$ cat src/cjt_pkg.sv
package cjt_pkg;

    // field widths fixed by the item formats
    localparam int TIME_W     = 32;
    localparam int TIME_FRAC  = 16;
    localparam int KIN_W      = 48;
    localparam int IDX_W      = 8;
    localparam int CNT_W      = 9;
    localparam int CFG_ADDR_W = 1;
    localparam int CFG_DATA_W = 32;

    // shared arithmetic units
    localparam int OP_W      = 64;
    localparam int LIMB_W    = 32;
    localparam int DIVISOR_W = 32;

    localparam int MAX_KNOTS_DEF = 256;

    localparam logic MODE_LOAD  = 1'b0;
    localparam logic MODE_QUERY = 1'b1;

    localparam logic [CFG_ADDR_W-1:0] REG_TIME_STEP  = 1'd0;
    localparam logic [CFG_ADDR_W-1:0] REG_KNOT_COUNT = 1'd1;

    typedef logic signed [KIN_W-1:0] kin_t;
    typedef logic [TIME_W-1:0]       time_t;
    typedef logic [OP_W-1:0]         op_t;

endpackage

$ cat src/cjt_div.sv
module cjt_div (
    input  logic                          clk,
    input  logic                          rst_n,
    input  logic                          start,
    input  logic [cjt_pkg::OP_W-1:0]      dividend,
    input  logic [cjt_pkg::DIVISOR_W-1:0] divisor,
    output logic [cjt_pkg::OP_W-1:0]      quotient,
    output logic [cjt_pkg::DIVISOR_W-1:0] remainder,
    output logic                          done
);

    localparam int OW = cjt_pkg::OP_W;
    localparam int DW = cjt_pkg::DIVISOR_W;
    localparam int CW = $clog2(OW);
    localparam logic [CW-1:0] CNT_LAST = CW'(OW - 1);

    logic [OW-1:0] quo_reg, quo_next;
    logic [DW-1:0] rem_reg, rem_next;
    logic [DW-1:0] dsr_reg, dsr_next;
    logic [CW-1:0] cnt_reg, cnt_next;
    logic          busy_reg, busy_next;
    logic          done_reg, done_next;

    logic [DW:0]   trial;
    logic [DW:0]   diff;
    logic          fits;

    // one restoring step per cycle, quotient bits shift in behind the dividend
    assign trial = {rem_reg, quo_reg[OW-1]};
    assign diff  = trial - {1'b0, dsr_reg};
    assign fits  = trial >= {1'b0, dsr_reg};

    always_comb
    begin
        quo_next  = quo_reg;
        rem_next  = rem_reg;
        dsr_next  = dsr_reg;
        cnt_next  = cnt_reg;
        busy_next = busy_reg;
        done_next = 1'b0;
        if (start && !busy_reg)
        begin
            quo_next  = dividend;
            rem_next  = '0;
            dsr_next  = divisor;
            cnt_next  = '0;
            busy_next = 1'b1;
        end
        else if (busy_reg)
        begin
            quo_next = {quo_reg[OW-2:0], fits};
            rem_next = fits ? diff[DW-1:0] : trial[DW-1:0];
            cnt_next = cnt_reg + CW'(1);
            if (cnt_reg == CNT_LAST)
            begin
                busy_next = 1'b0;
                done_next = 1'b1;
            end
        end
    end

    always_ff @(posedge clk or negedge rst_n)
    begin
        if (!rst_n)
        begin
            cnt_reg  <= '0;
            busy_reg <= 1'b0;
            done_reg <= 1'b0;
        end
        else
        begin
            cnt_reg  <= cnt_next;
            busy_reg <= busy_next;
            done_reg <= done_next;
        end
    end

    always_ff @(posedge clk)
    begin
        quo_reg <= quo_next;
        rem_reg <= rem_next;
        dsr_reg <= dsr_next;
    end

    assign quotient  = quo_reg;
    assign remainder = rem_reg;
    assign done      = done_reg;

endmodule

$ cat config.mk
export PLATFORM = sky130hd
export DESIGN_NAME = cjt_div
export DESIGN_NICKNAME = d
export VERILOG_FILES = /design/src/cjt_pkg.sv /design/src/cjt_div.sv
export SDC_FILE = /design/constraint.sdc
export NUM_CORES = 1
export LEC_CHECK = 0
export ABC_AREA = 1
export ABC_CLOCK_PERIOD_IN_PS = 3000
export BUFFER_PORTS_ARGS = -buffer_cell sky130_fd_sc_hd__buf_2
export CAP_MARGIN = 40
export CORE_ASPECT_RATIO = 1.75
export CORE_MARGIN = 4
export CORE_UTILIZATION = 48
export DETAILED_ROUTE_END_ITERATION = 6
export PLACE_DENSITY = 0.76
export SYNTH_ARGS = -nofsm -noshare
export SYNTH_HDL_FRONTEND = slang
export SYNTH_SLANG_ARGS = --single-unit
$ cat constraint.sdc
create_clock -name clk -period 3 [get_ports clk]
set_input_delay 0.45 -clock clk [delete_from_list [all_inputs] [get_ports clk]]
set_output_delay 0.45 -clock clk [all_outputs]
set_load 0.02 [all_outputs]
== Yosys cells after proc, flatten, opt, wreduce, memory -nomap -nowiden ==
Cells that the tools add are included.
Widths: inputs -> output; s select.

* Register bits after elaboration: 136
* Input bits: 99

* Add/sub/neg operators: 2
* Eq/ne operators: 1
* Multiplexer cells: 11
* Reduce and logical (&&, ||, !) cells: 3
* Order comparisons: 1

{| class="wikitable"
|+ Operator list
! kind !! number
|-
| $mux 64 || 2
|-
| $ge 33x32->1 || 1
|-
| $mux 32 || 1
|-
| $sub 32x32->32 || 1
|-
| $mux 6 || 2
|-
| $add 6x1->6 const B || 1
|-
| $eq 6x6->1 const B || 1
|-
| $mux 1 || 6
|-
| $reduce_bool 2->1 || 1
|-
| $logic_and 1x1->1 || 1
|-
| $logic_not 1->1 || 1
|}

== Logic depth before layout (Yosys ltp) ==
* Word-level depth: 4
* Gate-level depth with buffers: 17
* Depth with buffers taken out: 16

== Worst setup path before layout ==
Ideal clock, no wire load.

* Path kind: flip-flop to flip-flop
* From: register busy_reg
* To: register quo_reg[0], in the netlist quotient[0], enable pin
* Library setup time: 0.454 ns
* Cell stages (with the launch flop): 5
* Setup slack: -0.106 ns
* Arrival: 2.652 ns
* Data required time: 2.546 ns
* Clock period less this slack: 3.106 ns
* Cells stage by stage: dfrtp_1 buf_2 nor2_1 inv_1 clkbuf_1

* Word-level cells in the longest chain between the ends: 3

{| class="wikitable"
|+ RTL lines
! element !! RTL line !! RTL
|-
| start: declaration || cjt_div.sv:21 || <nowiki>logic busy_reg, busy_next;</nowiki>
|-
| start signal: assignment || cjt_div.sv:73 || <nowiki>busy_reg <= busy_next;</nowiki>
|-
| $logic_not 1->1 || cjt_div.sv:41 || <nowiki>if (start && !busy_reg)</nowiki>
|-
| $logic_and 1x1->1 || cjt_div.sv:41 ||
|-
| $reduce_bool 2->1 (no line) (*) || - ||
|-
| end signal: assignment || cjt_div.sv:80 || <nowiki>quo_reg <= quo_next;</nowiki>
|-
| end: declaration || cjt_div.sv:17 || <nowiki>logic [OW-1:0] quo_reg, quo_next;</nowiki>
|}

Mark *: on every way between the ends. The rest lies on a longest branch, timed or not.
A chain may end at the register's enable or synchronous reset.

== Worst setup path after layout ==
* From: register rem_reg[22], in the netlist remainder[22]
* To: register rem_reg[9], in the netlist remainder[9]

* Word-level cells in the longest chain between the ends: 2

{| class="wikitable"
|+ RTL lines
! element !! RTL line !! RTL
|-
| start: declaration || cjt_div.sv:18 || <nowiki>logic [DW-1:0] rem_reg, rem_next;</nowiki>
|-
| start signal: assignment || cjt_div.sv:81 || <nowiki>rem_reg <= rem_next;</nowiki>
|-
| $ge 33x32->1 || cjt_div.sv:31 || <nowiki>assign fits = trial >= {1'b0, dsr_reg};</nowiki>
|-
| $mux 32 || cjt_div.sv:52 || <nowiki>rem_next = fits ? diff[DW-1:0] : trial[DW-1:0];</nowiki>
|}

No other way between the ends.

==> impl_metrics.tcl <==
set metrics [dict create \
    synth_fp_nets 1261 \
    crit_chain "ha_1 -> nand2_2 -> inv_1 -> a21oi_1 -> nand2_1 -> nand2_1 -> nand2_1 -> nor2_4 -> nand2_4 -> nand2_1 -> nand3_1 -> o21ai_1" \
    unrepaired_setup_endpoints_after_global_routing "no" \
    clock_tree_from_tritoncts "done" \
    drive_gt1_share_pct 18.9 \
    pin_count 196 \
    post_synth_and_or_nand_nor_area_fraction_pct 34.6 \
    netlist_area_um2 8210 \
    finalHoldViolations 0 \
    h-tree-depth 4 \
    path_common_cell "nand2_1" \
    tritoncts.num_buffers 17 \
    cp_slowest_stage_delay_ps 420 \
    power_density_nw_per_um2 1150 \
    finish.net_count 1455 \
    post_synth_xor_area_fraction_pct 1.49 \
    slew_viol_final 0 \
    fin_crit_ps 2540 \
    tightest_slew_ps 742 \
    grt_pass1_wl_mm 38.7 \
    synth_cell_types 37 \
    antenna_cells 0 \
    core_utilization_of_the_finished_layout_pct 58.9 \
    holdCritPathClass "in2reg" \
    detailedRoute.firstIterationViolations 361 \
    fin_setup_tns_ps 0 \
    fraction_of_the_mapped_netlist_area_in_compound_gates_pct 2.89 \
    clockBufferDepth 2 \
    worstPathArrival_ps 2890 \
    post-route-period-util_pct 84.5 \
    synth-warning-count 0 \
    synthAdderAreaFrac_pct 5.27 \
    synth_area_leader_cell "edfxtp_1" \
    synth.ff_latch_count 136 \
    routed_wl_mm 24.0 \
    number_of_antenna_violations_at_the_first_check_in_global_routing 0 \
    grtUsageMet1_pct 24.4 \
    cpMaxStageDelayCell "ha_1" \
    critical_path.endpoint_type "flop" \
    die_y_um 181 \
    post-dp-hpwl_mm 18.5 \
    power.leakage_nw 5.38 \
    fp.dieW_um 107 \
    post_cts_resize_count 0 \
    seq_area_frac_synth_pct 45.3 \
    floorplan.die_area_um2 19300 \
    top_cell_type_s_share_of_synthesized_area_pct 35.1 \
    grt_max_degree 97 \
    critical_path.max_fanout 32 \
    synth_cells 1128 \
    grt_busiest_layer "met2" \
    fmax_achieved_mhz 394 \
    synth.mux.area_fraction_pct 0 \
    gr-usage-all-layers_pct 25.6 \
    drv.max_cap_violation_count 0 \
    yosys-top-cells-area "edfxtp_1 35%, nand2_1 23%, inv_1 8.3%" \
    number_of_iterations_in_the_first_detailed_routing_pass 6 \
    clkTransAtPathRegs_ps 60 \
    outcome "completed" \
    clock_tree.root_cell "clkbuf_16" \
    nFillCells 1689 \
    relSlewSlack_pct 50.4 \
    floorplan.core_area_um2 16900 \
    numClockSinks 136 \
    global_route.usage.met2_pct 47.9 \
    post_cts_buffers 0 \
    io_buffer_count 195 \
    crit_required_ps 3350 \
    flow.area_growth_from_synthesis_pct 21.0 \
    initial_core_util_pct 48.7 \
    grt_use_met3_pct 6.94 \
    first_global_vias 7958 \
    cp-start-kind "flop" \
    total_number_of_placement_rows 63 \
    insertion_delay_ps 420 \
    num_vias 7670 \
    wire_per_inst_um 15.4 \
    place_congestion 0.973 \
    largest_reg_flops 64 \
    post_route_antenna_net_violation_count 0 \
    synth_top_family_by_area "simple AND/OR/NAND/NOR gates" \
    finalSetupViolCount 0 \
    global_route.overflow_total 0 \
    finClkSkew_ps 6.93 \
    synthesis.area_per_instance_um2 7.28 \
    timing.setup.critical_path_class "reg2reg" \
    vdd_ir_drop_max_uv 657 \
    route.detailed.vias_per_inst 4.91 \
    drcViolationCount 0 \
]
final timing paths:
kind | from | to | slack [ps] | depth (start not counted)
worst min register to register | remainder[16]$_SDFFE_PP0P_ | remainder[16]$_SDFFE_PP0P_ | 480 | 2
worst max register to register | remainder[22]$_SDFFE_PP0P_ | remainder[9]$_SDFFE_PP0P_ | 460 | 12
worst max-delay path | remainder[22]$_SDFFE_PP0P_ | remainder[9]$_SDFFE_PP0P_ | 460 | 12
worst min-delay path | divisor[4] | dsr_reg[4]$_DFFE_PP_ | 200 | 1
min in group asynchronous | rst_n | done$_DFF_PN0_ | 400 | 2
max in group asynchronous | rst_n | cnt_reg[1]$_DFFE_PN0P_ | 2430 | 2
layout make-up:
class / instances / area (um^2) / area share, %
inverter: 185 / 694 / 6.99
clock inverter: 14 / 85.1 / 0.856
clock buffer: 18 / 429 / 4.32
timing repair buffer: 205 / 1080 / 10.9
tap: 227 / 284 / 2.86
multi-input combinational: 777 / 3640 / 36.7
sequential: 136 / 3720 / 37.5
worst max-delay path, delay by kind of cell, from the launching register on:
| kind | cells | cell delay, ps |
|---|---|---|
| adders and majority gates | 1 | 420 |
| and+or+nand+nor | 8 | 1320 |
| buffers and inverters | 1 | 50 |
| AOI/OAI and AO/OA | 2 | 320 |
| DFF | 1 | 340 |
layout by cell type, fill, tap and decap left out, types with 10 or more instances in the layout:
cell / count
nand2_1: 510
buf_2: 195
inv_1: 180
edfxtp_1: 96
nand3_1: 84
nor2_1: 42
ha_1: 33
dfxtp_1: 32
a21oi_1: 21
clkbuf_16: 17
nand3b_1: 16
xnor2_1: 13
o21ai_1: 10
cells by family after synthesis:
logic type | Yosys count
AND/OR/NAND/NOR | 685
buffers and inverters | 215
adder cells (fa/ha/maj) | 34
flip-flops | 136
AO/OA/AOI/OAI | 44
XOR/XNOR | 14
power by group:
| group | internal, W | switching [W] |
|---|---|---|
| clock | 0.00104 | 0.000816 |
| combinational | 0.00207 | 0.00402 |
| sequential | 0.00297 | 0.000533 |
what timing repair did:
action / in CTS / in global routing
hold endpoints to repair: 8 / 0
hold buffers: 1 / 0
endpoints found under the setup margin: 0 / 0
per-stage QoR:
| step | power, W | cell area [um^2] | hold WS [ps] | worst slack (ps) | instances |
|---|---|---|---|---|---|
| floorplan | 0.00778 | 8210 | 154 | 858 | 1128 |
| global placement | 0.00955 | 9410 | 304 | 432 | 1529 |
| detailed placement | 0.00962 | 9410 | 306 | 455 | 1529 |
| CTS | 0.0115 | 9940 | 184 | 428 | 1562 |
| global route | 0.0124 | 9940 | 185 | 237 | 1562 |
| finish | 0.0114 | 9940 | 202 | 464 | 1562 |
synth_stat cells (all sizes together):
cell type,count
a21oi,21
a22o,1
a31oi,1
and2,1
and3,1
buf,16
clkbuf,14
clkinv,1
dfrtp,8
dfxtp,32
edfxtp,96
fa,1
ha,33
inv,184
nand2,515
nand3,85
nand3b,16
nand4,8
nor2,51
nor3,4
nor3b,1
nor4,3
o21ai,16
o21bai,5
xnor2,13
xor2,1
metal layers:
| layer | vias to the layer above | part of all wire (%) |
|---|---|---|
| met5 | - | 0 |
| met4 | 0 | 5.7 |
| met3 | 70 | 6.2 |
| met2 | 252 | 53 |
| met1 | 3455 | 35 |
| li1 | 3893 | - |
Power figures use the tool's default switching activity.
