### src/cjt_pkg.sv
package cjt_pkg;

    // field widths fixed by the item formats
    localparam int TIME_W     = 32;
    localparam int TIME_FRAC  = 16;
    localparam int KIN_W      = 48;
    localparam int IDX_W      = 8;
    localparam int CNT_W      = 9;
    localparam int CFG_ADDR_W = 1;
    localparam int CFG_DATA_W = 32;

    // shared arithmetic units
    localparam int OP_W      = 64;
    localparam int LIMB_W    = 32;
    localparam int DIVISOR_W = 32;

    localparam int MAX_KNOTS_DEF = 256;

    localparam logic MODE_LOAD  = 1'b0;
    localparam logic MODE_QUERY = 1'b1;

    localparam logic [CFG_ADDR_W-1:0] REG_TIME_STEP  = 1'd0;
    localparam logic [CFG_ADDR_W-1:0] REG_KNOT_COUNT = 1'd1;

    typedef logic signed [KIN_W-1:0] kin_t;
    typedef logic [TIME_W-1:0]       time_t;
    typedef logic [OP_W-1:0]         op_t;

endpackage

### src/cjt_mul.sv
module cjt_mul (
    input  logic                         clk,
    input  logic                         rst_n,
    input  logic                         start,
    input  logic [cjt_pkg::OP_W-1:0]     a,
    input  logic [cjt_pkg::OP_W-1:0]     b,
    output logic [2*cjt_pkg::OP_W-1:0]   p,
    output logic                         done
);

    localparam int OW = cjt_pkg::OP_W;
    localparam int LW = cjt_pkg::LIMB_W;
    localparam int PW = 2 * OW;
    localparam logic [2:0] CNT_FLUSH = 3'd4;

    logic [OW-1:0]   a_reg, a_next;
    logic [OW-1:0]   b_reg, b_next;
    logic [PW-1:0]   acc_reg, acc_next;
    logic [2*LW-1:0] prod_reg, prod_next;
    logic [1:0]      pos_reg, pos_next;
    logic [2:0]      cnt_reg, cnt_next;
    logic            busy_reg, busy_next;
    logic            pv_reg, pv_next;
    logic            done_reg, done_next;

    logic [LW-1:0]   a_limb;
    logic [LW-1:0]   b_limb;
    logic [PW-1:0]   prod_shifted;

    assign a_limb = cnt_reg[1] ? a_reg[OW-1:LW] : a_reg[LW-1:0];
    assign b_limb = cnt_reg[0] ? b_reg[OW-1:LW] : b_reg[LW-1:0];

    // partial product weight is 2^(32*(i+j))
    always_comb
    begin
        case (pos_reg)
            2'd0:    prod_shifted = PW'(prod_reg);
            2'd1:    prod_shifted = PW'(prod_reg) << LW;
            2'd2:    prod_shifted = PW'(prod_reg) << (2 * LW);
            default: prod_shifted = '0;
        endcase
    end

    always_comb
    begin
        a_next    = a_reg;
        b_next    = b_reg;
        acc_next  = acc_reg;
        prod_next = prod_reg;
        pos_next  = pos_reg;
        cnt_next  = cnt_reg;
        busy_next = busy_reg;
        pv_next   = 1'b0;
        done_next = 1'b0;
        if (start && !busy_reg)
        begin
            a_next    = a;
            b_next    = b;
            acc_next  = '0;
            cnt_next  = '0;
            busy_next = 1'b1;
        end
        else if (busy_reg)
        begin
            if (pv_reg)
            begin
                acc_next = acc_reg + prod_shifted;
            end
            if (cnt_reg != CNT_FLUSH)
            begin
                prod_next = (2*LW)'(a_limb) * (2*LW)'(b_limb);
                pos_next  = {1'b0, cnt_reg[1]} + {1'b0, cnt_reg[0]};
                pv_next   = 1'b1;
                cnt_next  = cnt_reg + 3'd1;
            end
            else
            begin
                busy_next = 1'b0;
                done_next = 1'b1;
            end
        end
    end

    always_ff @(posedge clk or negedge rst_n)
    begin
        if (!rst_n)
        begin
            cnt_reg  <= '0;
            busy_reg <= 1'b0;
            pv_reg   <= 1'b0;
            done_reg <= 1'b0;
        end
        else
        begin
            cnt_reg  <= cnt_next;
            busy_reg <= busy_next;
            pv_reg   <= pv_next;
            done_reg <= done_next;
        end
    end

    always_ff @(posedge clk)
    begin
        a_reg    <= a_next;
        b_reg    <= b_next;
        acc_reg  <= acc_next;
        prod_reg <= prod_next;
        pos_reg  <= pos_next;
    end

    assign p    = acc_reg;
    assign done = done_reg;

endmodule

### config.mk
export PLATFORM = sky130hd
export DESIGN_NAME = cjt_mul
export DESIGN_NICKNAME = d
export VERILOG_FILES = /design/src/cjt_pkg.sv /design/src/cjt_mul.sv
export SDC_FILE = /design/constraint.sdc
export NUM_CORES = 2
export LEC_CHECK = 0
export ABC_CLOCK_PERIOD_IN_PS = 27100
export BUFFER_PORTS_ARGS = -buffer_cell sky130_fd_sc_hd__buf_2
export CORE_AREA = 2 2 299 301
export CTS_CLUSTER_SIZE = 24
export DETAILED_ROUTE_END_ITERATION = 7
export DIE_AREA = 0 0 301 303
export HOLD_SLACK_MARGIN = 0.05
export MAX_ROUTING_LAYER = met4
export PLACE_DENSITY = 0.78
export SLEW_MARGIN = 20
export SYNTH_ARGS = -nofsm -noshare
export SYNTH_HDL_FRONTEND = slang
export SYNTH_SLANG_ARGS = --single-unit
export TNS_END_PERCENT = 1
### constraint.sdc
create_clock -name clk -period 27.1 [get_ports clk]
set_input_delay 4.065 -clock clk [delete_from_list [all_inputs] [get_ports clk]]
set_output_delay 4.065 -clock clk [all_outputs]
set_load 0.05 [all_outputs]
Word level (Yosys, flattened, before mapping)
Index checks and enable logic that the tools add are counted.

cells by class
  bitwise gates (word level) = 1
  add/sub/neg operators = 3
  muxes and demuxes = 13
  reduce and logical (&&, ||, !) cells = 8
  $mul = 1
  eq/ne operators = 3

operators with widths
  kind                   count
  $pmux W128 S3          1
  $add A128 B128 Y128    1
  $mul A32 B32 Y64       1
  $mux W32               2
  $mux W3                3
  $mux W1                7
  $reduce_and A2 Y1      2
  $reduce_bool A2 Y1     2
  $add A3 B1 Y3 const B  1
  $ne A3 B3 Y1 const B   1
  $reduce_and A3 Y1      1
  $add A1 B1 Y2          1
  $eq A2 B1 Y1 const B   1
  $eq A2 B2 Y1 const B   1
  $logic_not A2 Y1       1
  $logic_and A1 B1 Y1    1
  $logic_not A1 Y1       1
  $not A1 Y1             1

storage, ports and cells
  input port bits = 131
  word-level logic and storage cells = 38
  flip-flop bits (word level) = 328
  output and inout port bits = 129

Logic depth before layout (Yosys ltp)
  word-level depth = 4
  depth in mapped cells = 35
  depth with buffers taken out = 31

Least setup slack after synthesis
OpenSTA, ideal clock, no wires.

  path type = flip-flop to flip-flop
  from = register cnt_reg[0]
  to = register prod_reg[56] (data pin)
  setup time = 0.266 ns
  stages on the path, launching flop included = 30
  arrival time = 8.563 ns
  required time = 26.834 ns
  path slack = 18.271 ns
  buffers on the path = 3
  clock period less this slack = 8.829 ns
  cells stage by stage = dfrtp_1 -> clkbuf_1 -> clkbuf_1 -> mux2i_1 -> clkbuf_1 -> nor2_1 -> fa_1 -> inv_1 -> fa_1 -> fa_1 -> fa_1 -> inv_1 -> fa_1 -> inv_1 -> fa_1 -> inv_1 -> fa_1 -> fa_1 -> ha_1 -> a21oi_1 -> o21bai_1 -> a221o_1 -> a31oi_2 -> o21ai_1 -> a31oi_1 -> a21oi_1 -> o31a_1 -> a2111oi_1 -> nor3_1 -> xor2_1

between the ends
  cells in the longest elaborated chain, start to end = 2

RTL lines
  element                 RTL line        RTL
  start, declared         cjt_mul.sv:21   logic [2:0] cnt_reg, cnt_next;
  start signal, assigned  cjt_mul.sv:95   cnt_reg <= cnt_next;
  $mux W32                cjt_mul.sv:31   assign b_limb = cnt_reg[0] ? b_reg[OW-1:LW] : b_reg[LW-1:0];
  $mul A32 B32 Y64        cjt_mul.sv:71   prod_next = (2*LW)'(a_limb) * (2*LW)'(b_limb);
  end signal, assigned    cjt_mul.sv:107  prod_reg <= prod_next;
  end, declared           cjt_mul.sv:19   logic [2*LW-1:0] prod_reg, prod_next;

Every way passes these cells.
A chain may end at the register's enable or synchronous reset.

Worst setup path in the final report
  from = register cnt_reg[1]
  to = register prod_reg[56] (data pin)

between the ends
  cells in the longest elaborated chain, start to end = 2

RTL lines
  element           RTL line       RTL
  $mux W32          cjt_mul.sv:30  assign a_limb = cnt_reg[1] ? a_reg[OW-1:LW] : a_reg[LW-1:0];
  $mul A32 B32 Y64  cjt_mul.sv:71

Every way passes these cells.

==> results.cfg <==
[setup_path]
cp-endpoint = prod_reg[56]$_DFFE_PP_
arrival_ns = 10.32
startpoint = cnt_reg[1]$_DFFE_PN0P_
cpMaxStageDelayCell = mux2i_4
crit_type = register to register
required_ns = 27.47
path_common_cell = fa_1
setup.worst_path.start_class = register
critPathMaxStageDelay_ns = 0.96
r2r_end = prod_reg[56]$_DFFE_PP_
reg2regPathDepth = 28
r2r_setup_slack_ns = 17.14
r2r_start = cnt_reg[1]$_DFFE_PN0P_
cp_max_fo = 44
end_kind = register

[global_route]
grt_max_degree = 75
overflow = 0
antenna_found_initial = 5
grt_pass1_wl_mm = 270
track_usage_pct = 41.5
grt_pass1_vias = 45000

[status]
outcome = complete, but fails checks
violations = design-rule violations

[drt]
post_drt_via_cell_ratio = 6.12
wirelength_mm = 182
drc = 2
postRouteAntennaNets = 0
wire_per_inst_um = 25.5
drt_pass1_iterations = 8
vias = 43800
drt_iter0_markers = 4451

[yosys]
synthCells = 5875
synth_compound_area_share_pct = 10.6
yosys.area.top_type = fa_1
synth_xor_area_share_pct = 2.85
ys_seq_elements = 328
synth_warnings = 0
synth_nets = 7295
synth_top_family_by_area = adder cells
synth_flop_cell = edfxtp_1
ys_seq_area_share_pct = 16.3
synthArstFlopShare_pct = 1.83
synth_mux_area_share_pct = 3.26
avgSynthCellArea_um2 = 8.94
synth_cell_types = 90
synth.area.top_cells = fa_1 (34%), edfxtp_1 (11%), ha_1 (9.3%), inv_1 (6.7%), nand2_1 (5.4%)
synthAdderAreaFrac_pct = 43.5
synth_edf_count = 194
syn_area_um2 = 52500
synth_top_area_share_pct = 34.2
synth_simple_gate_area_share_pct = 14.7

[cells_and_area]
area_growth_pct = 7.02
largest_register_ffs = 128
multiInputGateArea_um2 = 39600
nFillCells = 7378
final_layout_size_suffix_gt1_share_pct = 9.25
nets = 7373
register_area_um2 = 8550

[floorplanning]
fp.coreArea_um2 = 88000
dieHeight_um = 303
boundaryPins = 260
start_util_pct = 59.7
die_area_um2 = 91200
die_x_um = 301
num_rows = 109

[min_path]
hold_path.class = register to register

[timing]
layout_min_cycle_time_ns = 9.96
hold_viol_final = 0
timing.slew.headroom_pct = 24.8
worst_pin_slew_ns = 1.13
setup_viol = 0
final_max_slew_viol_count = 0
fmax_mhz = 100
fin_crit_sh_pct = 36.7
setup_tns_ns = 0
rsz0062_at_grt = no
whs_ns = 0.467
finalClockSkew_ns = 0.0228

[clock_tree]
clk_pin_slew_ns = 0.07
hold_buffers = 0
cts.sinks = 328
clockBufferDepth = 3
cts_setup_buffers = 0
cts_resized = 0
clkLatencyLatePin_ns = 0.63
numCtsBuffers = 39
root_buffer = clkbuf_16
cts_tree = built
h-tree-depth = 2

[place]
gp_congestion = 1.06
place.port_buffers = 259
dp_hpwl_mm = 140

[run]
maxCapViolCount = 0
==> layout make-up <==
| class | count | share of cell area, % |
|---|---|---|
| Clock buffer | 46 | 1.80 |
| Tap cell | 1165 | 2.59 |
| Clock inverter | 23 | 0.361 |
| Multi-Input combinational cell | 4321 | 70.5 |
| Inverter | 932 | 6.23 |
| Sequential cell | 328 | 15.2 |
| Antenna cell | 7 | 0.0312 |
| Timing Repair Buffer | 331 | 3.27 |
==> kinds of logic after synthesis <==
| group | count (synthesis) |
|---|---|
| compound gates | 864 |
| xor+xnor | 171 |
| simple gates | 1834 |
| buf+inv | 1226 |
| flops | 328 |
| fa+ha+maj | 1289 |
| mux | 163 |
==> routing by layer <==
| layer | global-route usage [%] | routed length [um] |
|---|---|---|
| met4 | 27.4 | 15700 |
| met3 | 12.5 | 22900 |
| met1 | 48.3 | 64300 |
| met2 | 62.5 | 79400 |
| met5 | - | 0 |
==> worst min-delay path by stage <==
stage                           startpoint                  end  slack [ns]  cells after the start
floorplan           cnt_reg[2]$_DFFE_PN0P_     pv_reg$_DFF_PN0_        0.50                      1
global placement       p[117]$_SDFFE_PP0P_  p[117]$_SDFFE_PP0P_        0.45                      2
detailed placement     p[117]$_SDFFE_PP0P_  p[117]$_SDFFE_PP0P_        0.46                      2
CTS                    p[117]$_SDFFE_PP0P_  p[117]$_SDFFE_PP0P_        0.47                      2
global route            p[55]$_SDFFE_PP0P_   p[55]$_SDFFE_PP0P_        0.48                      2
finish                 p[117]$_SDFFE_PP0P_  p[117]$_SDFFE_PP0P_        0.47                      2
==> Yosys cell counts (all sizes together) (5+ instances only) <==
cell,n
and3,24
nand2b,22
nor4,8
and4,9
mux2,62
or2,9
or4,5
buf,31
mux2i,101
o221ai,7
dfrtp,6
dfxtp,128
a41oi,7
edfxtp,194
a31oi,25
ha,392
fa,897
o21ai,204
or3,11
nor2b,23
a21o,117
o41ai,7
nor2,742
nand3,36
a22o,36
o211ai,14
and2,79
o21a,19
o21bai,46
a21oi,287
nand2,755
nand4,64
xor2,72
xnor2,99
inv,931
clkbuf,263
nor3,33
a221oi,6
a21boi,12
o31ai,18
a211oi,14
==> per-stage QoR <==
step / setup WS (ns) / utilization [%] / area (um^2) / instances
after detailed placement: 17.26 / 62.5 / 55000 / 7077
after global routing: 16.78 / 63.9 / 56200 / 7151
after CTS: 17.28 / 63.9 / 56200 / 7146
after global placement: 17.44 / 62.5 / 55000 / 7077
after floorplan: 18.27 / - / 52500 / 5875
final: 17.14 / 63.9 / 56200 / 7153
==> layout by cell type, fill, tap and decap left out, drive strengths merged, types with 19 or more instances in the layout <==
cell    synthesis  routed
clkbuf        263      46
nand2         755     755
buf            31     331
xnor2          99      99
and3           24      24
and2           79      79
a21oi         287     287
nor2          742     742
mux2           62      62
a22o           36      36
a21o          117     117
xor2           72      72
edfxtp        194     194
mux2i         101     101
o21ai         204     204
ha            392     392
nor3           33      33
nand2b         22      22
nand3          36      36
fa            897     897
o21bai         46      46
nand4          64      64
inv           931     937
a31oi          25      25
dfxtp         128     128
nor2b          23      23
o21a           19      19
==> worst max-delay path: cells and delay by family, from the launching register on <==
kind                     cells  cell delay (ns)
AND/OR/NAND/NOR              2             0.29
multiplexers                 1             0.96
XOR/XNOR                     1             0.15
flip-flops                   1             0.68
AO/OA/AOI/OAI               10             2.21
adder cells (fa/ha/maj)      9             4.39
buffers and inverters        5             0.96
Power is not shown: default switching activity piles up to over one toggle a cycle in this logic, so the estimate is an artifact.
